File: src/design/pcif_pkg.sv
package pcif_pkg;

    // field widths
    localparam int COORD_W   = 16;
    localparam int IDX_W     = 18;
    localparam int ROW_W     = 24;
    localparam int CSZ_W     = 7;
    localparam int ENT_W     = 8;
    localparam int CFG_IDX_W = 3;
    localparam int BIT_CNT_W = $clog2(COORD_W);

    // running candidate value: coordinate plus a few shifted matrix rows
    localparam int VAL_W = 18;

    // configuration register indexes
    localparam logic [CFG_IDX_W-1:0] REG_ROW_ZERO = 3'd0;
    localparam logic [CFG_IDX_W-1:0] REG_ROW_ONE  = 3'd1;
    localparam logic [CFG_IDX_W-1:0] REG_ROW_TWO  = 3'd2;
    localparam logic [CFG_IDX_W-1:0] REG_CSZ_A    = 3'd3;
    localparam logic [CFG_IDX_W-1:0] REG_CSZ_B    = 3'd4;
    localparam logic [CFG_IDX_W-1:0] REG_CSZ_C    = 3'd5;

    // reset values: identity matrix, unit cell
    localparam logic [ROW_W-1:0] ROW_ZERO_RST = 24'h000001;
    localparam logic [ROW_W-1:0] ROW_ONE_RST  = 24'h000100;
    localparam logic [ROW_W-1:0] ROW_TWO_RST  = 24'h010000;
    localparam logic [CSZ_W-1:0] CSZ_RST      = 7'd1;

    typedef logic signed [VAL_W-1:0] val_t;
    typedef logic signed [ENT_W-1:0] ent_t;

endpackage

File: src/design/periodic_cluster_index_fold.sv
// paths: zero cell size goes to DONE; diagonal matrix runs DIV (bitwise remainder per axis), DFIX, MUL0, MUL1
// search: per shell Nmax a START step plus up to (2*Nmax+2)^3 candidates, one per cycle, then MUL0, MUL1
// worst case searches all MAX_SHELL shells through the single candidate checker
// one item at a time: s_ready is high only while idle; a finished item waits in the output reg
// aresetn is synchronous, active low: matrix returns to identity, cell sizes to one
module periodic_cluster_index_fold
    import pcif_pkg::*;
#(
    parameter int MAX_CELL_SIZE = 64,
    parameter int MAX_SHELL     = 4
) (
    input  logic                        aclk,
    input  logic                        aresetn,
    input  logic                        cfg_wr_en,
    input  logic [CFG_IDX_W-1:0]        cfg_index,
    input  logic [ROW_W-1:0]            cfg_wr_data,
    input  logic                        s_valid,
    output logic                        s_ready,
    input  logic signed [COORD_W-1:0]   s_coord_a,
    input  logic signed [COORD_W-1:0]   s_coord_b,
    input  logic signed [COORD_W-1:0]   s_coord_c,
    output logic                        m_valid,
    input  logic                        m_ready,
    output logic [IDX_W-1:0]            m_linear_index,
    output logic                        m_not_found
);

    localparam int SW = $clog2(MAX_CELL_SIZE + 1);
    localparam int NW = $clog2(MAX_SHELL + 1);
    localparam int CW = $clog2(MAX_SHELL + 2) + 1;
    localparam int TW = 2 * SW;
    localparam int PW = 3 * SW + 1;

    typedef enum logic [2:0] {
        IDLE, DIV, DFIX, START, SEARCH, MUL0, MUL1, DONE
    } state_t;

    state_t                     state_reg;
    logic [ROW_W-1:0]           row_reg [3];
    logic [CSZ_W-1:0]           csz_reg [3];
    logic signed [COORD_W-1:0]  p_reg [3];
    logic [COORD_W-1:0]         mag_reg [3];
    logic                       neg_reg [3];
    logic [SW-1:0]              rem_reg [3];
    logic [BIT_CNT_W-1:0]       bit_cnt_reg;
    val_t                       off_reg [3][3];
    val_t                       vl_reg [3];
    val_t                       vm_reg [3];
    val_t                       vn_reg [3];
    logic signed [CW-1:0]       l_reg, m_reg, n_reg;
    logic [NW-1:0]              nmax_reg;
    logic [SW-1:0]              x_reg [3];
    logic [TW-1:0]              t_reg;
    logic [IDX_W-1:0]           idx_reg;
    logic                       nf_reg;
    logic                       m_valid_reg;
    logic [IDX_W-1:0]           m_idx_reg;
    logic                       m_nf_reg;

    logic [SW-1:0]              sz [3];
    val_t                       ent [3][3];
    logic [SW:0]                shifted [3];
    logic                       hit [3];
    logic                       hit_all;
    logic                       diag;
    logic                       size_zero;
    logic signed [CW-1:0]       nmax_s, nfirst, nlast;
    logic [PW-1:0]              prod;

    // clamped cell sizes and sign-extended matrix entries
    always_comb begin
        for (int c = 0; c < 3; c++) begin
            sz[c] = (int'(csz_reg[c]) > MAX_CELL_SIZE) ? SW'(MAX_CELL_SIZE) : SW'(csz_reg[c]);
        end
        for (int r = 0; r < 3; r++) begin
            for (int c = 0; c < 3; c++) begin
                ent[r][c] = VAL_W'(ent_t'(row_reg[r][ENT_W*c +: ENT_W]));
            end
        end
    end

    // matrix shape and degenerate cell
    assign diag = (ent[0][1] == '0) && (ent[0][2] == '0) && (ent[1][0] == '0)
               && (ent[1][2] == '0) && (ent[2][0] == '0) && (ent[2][1] == '0);
    assign size_zero = (sz[0] == '0) || (sz[1] == '0) || (sz[2] == '0);

    // remainder step and candidate range check, one lane per axis
    always_comb begin
        for (int c = 0; c < 3; c++) begin
            shifted[c] = {rem_reg[c], mag_reg[c][bit_cnt_reg]};
            hit[c] = !vn_reg[c][VAL_W-1] && ($unsigned(vn_reg[c]) < VAL_W'(sz[c]));
        end
        hit_all = hit[0] && hit[1] && hit[2];
    end

    // shell bounds
    assign nmax_s = CW'(nmax_reg);
    assign nfirst = -nmax_s;
    assign nlast  = nmax_s + CW'(1);

    // index product for the second multiply step
    assign prod = PW'(t_reg) * PW'(sz[2]) + PW'(x_reg[2]);

    // sequencer, configuration and output register
    always_ff @(posedge aclk) begin
        if (!aresetn) begin
            state_reg   <= IDLE;
            m_valid_reg <= 1'b0;
            row_reg[0]  <= ROW_ZERO_RST;
            row_reg[1]  <= ROW_ONE_RST;
            row_reg[2]  <= ROW_TWO_RST;
            csz_reg[0]  <= CSZ_RST;
            csz_reg[1]  <= CSZ_RST;
            csz_reg[2]  <= CSZ_RST;
        end else begin
            if (cfg_wr_en) begin
                case (cfg_index)
                    REG_ROW_ZERO: row_reg[0] <= cfg_wr_data;
                    REG_ROW_ONE:  row_reg[1] <= cfg_wr_data;
                    REG_ROW_TWO:  row_reg[2] <= cfg_wr_data;
                    REG_CSZ_A:    csz_reg[0] <= cfg_wr_data[CSZ_W-1:0];
                    REG_CSZ_B:    csz_reg[1] <= cfg_wr_data[CSZ_W-1:0];
                    REG_CSZ_C:    csz_reg[2] <= cfg_wr_data[CSZ_W-1:0];
                    default: ;
                endcase
            end

            // result taken, unless a new one loads this cycle
            if (m_valid_reg && m_ready && state_reg != DONE) begin
                m_valid_reg <= 1'b0;
            end

            case (state_reg)
                IDLE: begin
                    if (s_valid) begin
                        p_reg[0] <= s_coord_a;
                        p_reg[1] <= s_coord_b;
                        p_reg[2] <= s_coord_c;
                        mag_reg[0] <= s_coord_a[COORD_W-1] ? COORD_W'(-s_coord_a) : s_coord_a;
                        mag_reg[1] <= s_coord_b[COORD_W-1] ? COORD_W'(-s_coord_b) : s_coord_b;
                        mag_reg[2] <= s_coord_c[COORD_W-1] ? COORD_W'(-s_coord_c) : s_coord_c;
                        neg_reg[0] <= s_coord_a[COORD_W-1];
                        neg_reg[1] <= s_coord_b[COORD_W-1];
                        neg_reg[2] <= s_coord_c[COORD_W-1];
                        for (int c = 0; c < 3; c++) begin
                            rem_reg[c] <= '0;
                        end
                        for (int r = 0; r < 3; r++) begin
                            for (int c = 0; c < 3; c++) begin
                                off_reg[r][c] <= ent[r][c];
                            end
                        end
                        bit_cnt_reg <= BIT_CNT_W'(COORD_W - 1);
                        nmax_reg    <= NW'(1);
                        nf_reg      <= size_zero;
                        if (size_zero) begin
                            state_reg <= DONE;
                        end else if (diag) begin
                            state_reg <= DIV;
                        end else begin
                            state_reg <= START;
                        end
                    end
                end

                // restoring remainder, one bit of |coord| per cycle on each axis
                DIV: begin
                    for (int c = 0; c < 3; c++) begin
                        rem_reg[c] <= (shifted[c] >= {1'b0, sz[c]})
                                    ? SW'(shifted[c] - {1'b0, sz[c]}) : SW'(shifted[c]);
                    end
                    if (bit_cnt_reg == '0) begin
                        state_reg <= DFIX;
                    end else begin
                        bit_cnt_reg <= bit_cnt_reg - BIT_CNT_W'(1);
                    end
                end

                // negative coordinate with nonzero remainder wraps from the top
                DFIX: begin
                    for (int c = 0; c < 3; c++) begin
                        x_reg[c] <= (neg_reg[c] && rem_reg[c] != '0)
                                  ? sz[c] - rem_reg[c] : rem_reg[c];
                    end
                    state_reg <= MUL0;
                end

                // first candidate of a shell: L = M = N = -Nmax
                START: begin
                    for (int c = 0; c < 3; c++) begin
                        vl_reg[c] <= VAL_W'(p_reg[c]) + off_reg[0][c];
                        vm_reg[c] <= VAL_W'(p_reg[c]) + off_reg[0][c] + off_reg[1][c];
                        vn_reg[c] <= VAL_W'(p_reg[c]) + off_reg[0][c] + off_reg[1][c]
                                   + off_reg[2][c];
                    end
                    l_reg     <= nfirst;
                    m_reg     <= nfirst;
                    n_reg     <= nfirst;
                    state_reg <= SEARCH;
                end

                // check one candidate a cycle, then step N, M, L in that order
                SEARCH: begin
                    if (hit_all) begin
                        for (int c = 0; c < 3; c++) begin
                            x_reg[c] <= vn_reg[c][SW-1:0];
                        end
                        state_reg <= MUL0;
                    end else if (n_reg != nlast) begin
                        n_reg <= n_reg + CW'(1);
                        for (int c = 0; c < 3; c++) begin
                            vn_reg[c] <= vn_reg[c] - ent[2][c];
                        end
                    end else if (m_reg != nlast) begin
                        m_reg <= m_reg + CW'(1);
                        n_reg <= nfirst;
                        for (int c = 0; c < 3; c++) begin
                            vm_reg[c] <= vm_reg[c] - ent[1][c];
                            vn_reg[c] <= vm_reg[c] - ent[1][c] + off_reg[2][c];
                        end
                    end else if (l_reg != nlast) begin
                        l_reg <= l_reg + CW'(1);
                        m_reg <= nfirst;
                        n_reg <= nfirst;
                        for (int c = 0; c < 3; c++) begin
                            vl_reg[c] <= vl_reg[c] - ent[0][c];
                            vm_reg[c] <= vl_reg[c] - ent[0][c] + off_reg[1][c];
                            vn_reg[c] <= vl_reg[c] - ent[0][c] + off_reg[1][c]
                                       + off_reg[2][c];
                        end
                    end else if (nmax_reg == NW'(MAX_SHELL)) begin
                        nf_reg    <= 1'b1;
                        state_reg <= DONE;
                    end else begin
                        // next shell: offsets grow by one row each
                        nmax_reg <= nmax_reg + NW'(1);
                        for (int r = 0; r < 3; r++) begin
                            for (int c = 0; c < 3; c++) begin
                                off_reg[r][c] <= off_reg[r][c] + ent[r][c];
                            end
                        end
                        state_reg <= START;
                    end
                end

                // index = (x0 * d1 + x1) * d2 + x2
                MUL0: begin
                    t_reg     <= TW'(x_reg[0]) * TW'(sz[1]) + TW'(x_reg[1]);
                    state_reg <= MUL1;
                end

                MUL1: begin
                    idx_reg   <= IDX_W'(prod);
                    state_reg <= DONE;
                end

                DONE: begin
                    if (!m_valid_reg || m_ready) begin
                        m_valid_reg <= 1'b1;
                        m_idx_reg   <= nf_reg ? '0 : idx_reg;
                        m_nf_reg    <= nf_reg;
                        state_reg   <= IDLE;
                    end
                end

                default: state_reg <= IDLE;
            endcase
        end
    end

    assign s_ready        = (state_reg == IDLE);
    assign m_valid        = m_valid_reg;
    assign m_linear_index = m_idx_reg;
    assign m_not_found    = m_nf_reg;

endmodule

File: config.mk
export PLATFORM = sky130hd
export DESIGN_NAME = periodic_cluster_index_fold
export DESIGN_NICKNAME = d
export VERILOG_FILES = /design/src/design/pcif_pkg.sv /design/src/design/periodic_cluster_index_fold.sv
export SDC_FILE = /design/constraint.sdc
export NUM_CORES = 2
export LEC_CHECK = 0
export BUFFER_PORTS_ARGS = -buffer_cell sky130_fd_sc_hd__buf_2
export CORE_MARGIN = 3
export CORE_UTILIZATION = 60
export DETAILED_ROUTE_END_ITERATION = 8
export PLACE_DENSITY = 0.81
export SKIP_LAST_GASP = 1
export SLEW_MARGIN = 5
export SYNTH_ARGS = -nofsm -noshare
export SYNTH_HDL_FRONTEND = slang
export SYNTH_SLANG_ARGS = --single-unit
File: constraint.sdc
create_clock -name aclk -period 10.64 [get_ports aclk]
set_clock_uncertainty 0.05 [all_clocks]
set_input_delay 0 -clock aclk [delete_from_list [all_inputs] [get_ports aclk]]
set_output_delay 0 -clock aclk [all_outputs]
set_load 0.01 [all_outputs]
==> summary.txt <==
Synthesis
  • Post-synth cell types: 95
  • Syn nets: roughly 7400
  • Main synth FF type: edfxtp_1
  • Mapped Cells: 6378
  • Largest area contributor in the netlist: edfxtp_1
  • Sequential area share after synthesis: 0.3134
  • Top cells by area, synth: edfxtp_1 31%, ha_1 16%, xnor2_1 6.2%
  • #FFs+latches synth: 627
  • Ys Warns: 0
  • Syn Area/Cell: 9.399 µm²
  • Share of the synthesized area in the top cell type: 0.3121
  • Post-synthesis async set-or-reset flop share: 0
  • Post-Synthesis Cell Area: 59940 µm²
  • Post-synth EDFFs: roughly 620

Min path
  • Hold/Removal Path Class: in2reg
  • Hold path start: s_coord_a[14]

Setup path
  • CP Data Required Time: 10970 ps
  • Crit path max-delay cell type: edfxtp_1
  • Worst r2r src: row_reg[0][16]$_DFFE_PP_
  • Worst Path Max Fanout: 6
  • Worst setup SP type: register
  • Worst path most repeated cell: a21oi_1
  • Top Family by Delay on Critical Path: compound AO/OA/AOI/OAI gates
  • Slowest stage delay, CP: ~460 ps
  • WP buf/inv: 1
  • CP startpoint: row_reg[0][16]$_DFFE_PP_
  • Crit path DAT: about 6900 ps
  • Crit end category: register
  • Setup CP Type: reg2reg

Pwr
  • Total power: 0.01690 W
  • Leakage: 27.75 nW
  • VDD IR max: 0.1678 mV
  • Pwr Density: ~260 nW/µm²

Route
  • Initial drt markers: 4422
  • Wirelength per Cell: just over 20 µm
  • Antenna viol nets, final: 0
  • Post-Route WL: 162.7 mm
  • Pre-antenna DRT Iters: 7
  • Remaining DRCs: 0
  • Vias per cell: roughly 6.3
  • Via count: 49580

STA
  • Final setup fails: 0
  • Final min period: roughly 6500 ps
  • Max frequency: 153.1 MHz
  • Setup TNS: 0 ps
  • Min Hold Slack: approximately 40 ps
  • RSZ-0062 raised after global routing: false
  • Slew headroom: 0.1194
  • Fin crit share: 0.6138
  • Slew Viols, Final: 0
  • Final hold vios: 0
  • Worst-Margin Slew: 1314 ps

Clock network
  • CTS Root Buffer Type: clkbuf_16
  • CTS tree: done
  • Max clock buf depth: 3
  • Setup Buffers After CTS: 0
  • CTS Buf Count: 76
  • Clock sinks: 627
  • Clk_lat worst skew: 680 ps
  • H-tree levels: 3
  • Worst-path clk slew: 60 ps

Global routing
  • Global-route wire length before repair: approximately 250 mm
  • Gr ovfl total: 0
  • Initial antenna violation count: 2
  • Total GRT Usage: 0.3073
  • Largest net degree at the start of global routing: 134
  • Vias in the first global route: 48050

Cells and area
  • Area grow syn2layout: 8.773%
  • Area of the multi-input gates: 38770 µm²
  • Layout Nets: 7516
  • Layout fillers: between 7000 and 8000
  • Ratio of cells with drive above 1 in the final layout: 0.05919
  • Layout Cells excl Fill: 7894
  • Register area: 18790 µm²
  • Max reg flops: around 160

Run status
  • Outcome: completed

Placed design
  • PortBufs: 100
  • Routability cong.: 0.9311
  • Detailed placement HPWL: 122.8 mm
  • Inst Count DP: ~7700

Floorplan
  • Placement row count: 115
  • Die width: 322.1 µm
  • Ports: 101
  • Core area: 98710 µm²
  • Starting Density: 0.6073
  • Die Y: 322.1 µm
  • DIE AREA: 103700 µm²

Flow run
  • Max_cap viols: 0
path summary, 6_finish.rpt:
| check | endpoint | slack (ps) | cells after the start |
|---|---|---|---|
| worst min register to register | m_linear_index[7]$_SDFFCE_PP0P_ | 480 | 1 |
| worst max-delay path | vn_reg[0][53]$_DFFE_PP_ | 4110 | 31 |
| worst max register to register | vn_reg[0][53]$_DFFE_PP_ | 4110 | 31 |
| worst min-delay path | p_reg[0][14]$_DFFE_PP_ | 40 | 2 |
timing repair:
action                                 4_1_cts  5_1_grt
resized for setup                            0        0
endpoints found under the hold margin      198        0
hold buffers                                81        0
cell families (layout without fill, tap and decap cells):
family          after synthesis  after routing  share of synthesized area
other cells                   0              1                          0
simple gates               1767           1767                     0.1435
fa+ha+maj                   893            893                     0.2035
xor+xnor                    653            653                    0.09589
flops                       627            627                     0.3134
compound gates             1708           1708                     0.1793
buf+inv                     617            845                    0.04152
mux                         113            113                    0.02286
cell usage after synthesis (all sizes together) (9+ instances only):
| library cell | instances |
|---|---|
| o21bai | 44 |
| mux2i | 57 |
| clkbuf | 71 |
| o311a | 10 |
| nor3 | 160 |
| ha | 756 |
| a211oi | 69 |
| fa | 137 |
| nand4 | 24 |
| and3 | 60 |
| a2111oi | 9 |
| or2 | 29 |
| edfxtp | 623 |
| and2 | 137 |
| a21oi | 492 |
| nand3 | 106 |
| o22ai | 9 |
| a41oi | 10 |
| mux4 | 15 |
| o41ai | 21 |
| nand2 | 518 |
| mux2 | 41 |
| xor2 | 230 |
| nand2b | 82 |
| or4 | 23 |
| or3 | 59 |
| a211o | 33 |
| nor2 | 391 |
| o211ai | 61 |
| a21boi | 32 |
| nor2b | 109 |
| a31oi | 52 |
| a21o | 192 |
| nor4 | 31 |
| buf | 65 |
| o31ai | 59 |
| o21ai | 435 |
| xnor2 | 421 |
| o311ai | 11 |
| inv | 481 |
| o21a | 90 |
area by class of cell:
cell class / instances / area share
Multi-Input combinational cell: 5134 / 0.5946
Antenna cell: 1 / 0.00003838
Sequential cell: 627 / 0.2881
Clock inverter: 50 / 0.008712
Tap cell: 1287 / 0.02470
Inverter: 481 / 0.02773
Clock buffer: 91 / 0.03051
Timing Repair Buffer: 223 / 0.02552
cell usage in the layout (no fill, tap or decap), types with 61 or more instances in the layout:
cell type      netlist  layout
dlygate4sd3_1        0      81
fa_1               137     137
and2_1             137     137
clkbuf_16            0      77
inv_1              481     480
nand3_1            106     106
xor2_1             230     230
o21a_1              90      90
nand2_1            509     508
buf_2               37     100
a211oi_1            67      67
nor2b_1            109     109
xnor2_1            421     421
nor3_1             158     156
nand2b_1            82      81
ha_1               756     756
a21oi_1            492     492
edfxtp_1           623     623
o211ai_1            61      61
o21ai_0            424     424
nor2_1             391     387
a21o_1             192     192
power by group:
part / switching, W / leakage (nW) / internal [W]
Clock: 0.00115 / 1.24 / 0.00157
Combinational: 0.00585 / 20.7 / 0.00453
Sequential: 0.000335 / 5.77 / 0.00346
Total: 0.00734 / 27.7 / 0.00956
worst register-to-register path: cells and delay by family (launching register included):
kind                       cells  cell delay (ps)
AOI/OAI and AO/OA             13             2510
xor gates and xnor gates       3              510
adders and majority gates      4             1290
buffers and inverters          1               60
DFF                            1              460
and+or+nand+nor               10             1380
per-stage QoR:
step | instance area, µm² | worst slack, ps | utilization
after floorplan | 59950 | 3239 | -
after global placement | 61830 | 4477 | 0.6264
after detailed placement | 61830 | 4271 | 0.6264
after CTS | 65200 | 4233 | 0.6606
after global routing | 65200 | 3601 | 0.6606
final | 65200 | 4109 | 0.6606
metal layers:
| metal | GRT usage | part of all wire | routed length [µm] |
|---|---|---|---|
| met1 | 0.4048 | 0.41 | 66940 |
| met2 | 0.5010 | 0.46 | 74440 |
| met3 | 0.05812 | 0.089 | 14510 |
| met4 | 0.1230 | 0.042 | 6817 |
| met5 | 0 | 0.000049 | 8 |
Power figures use the tool's default switching activity.
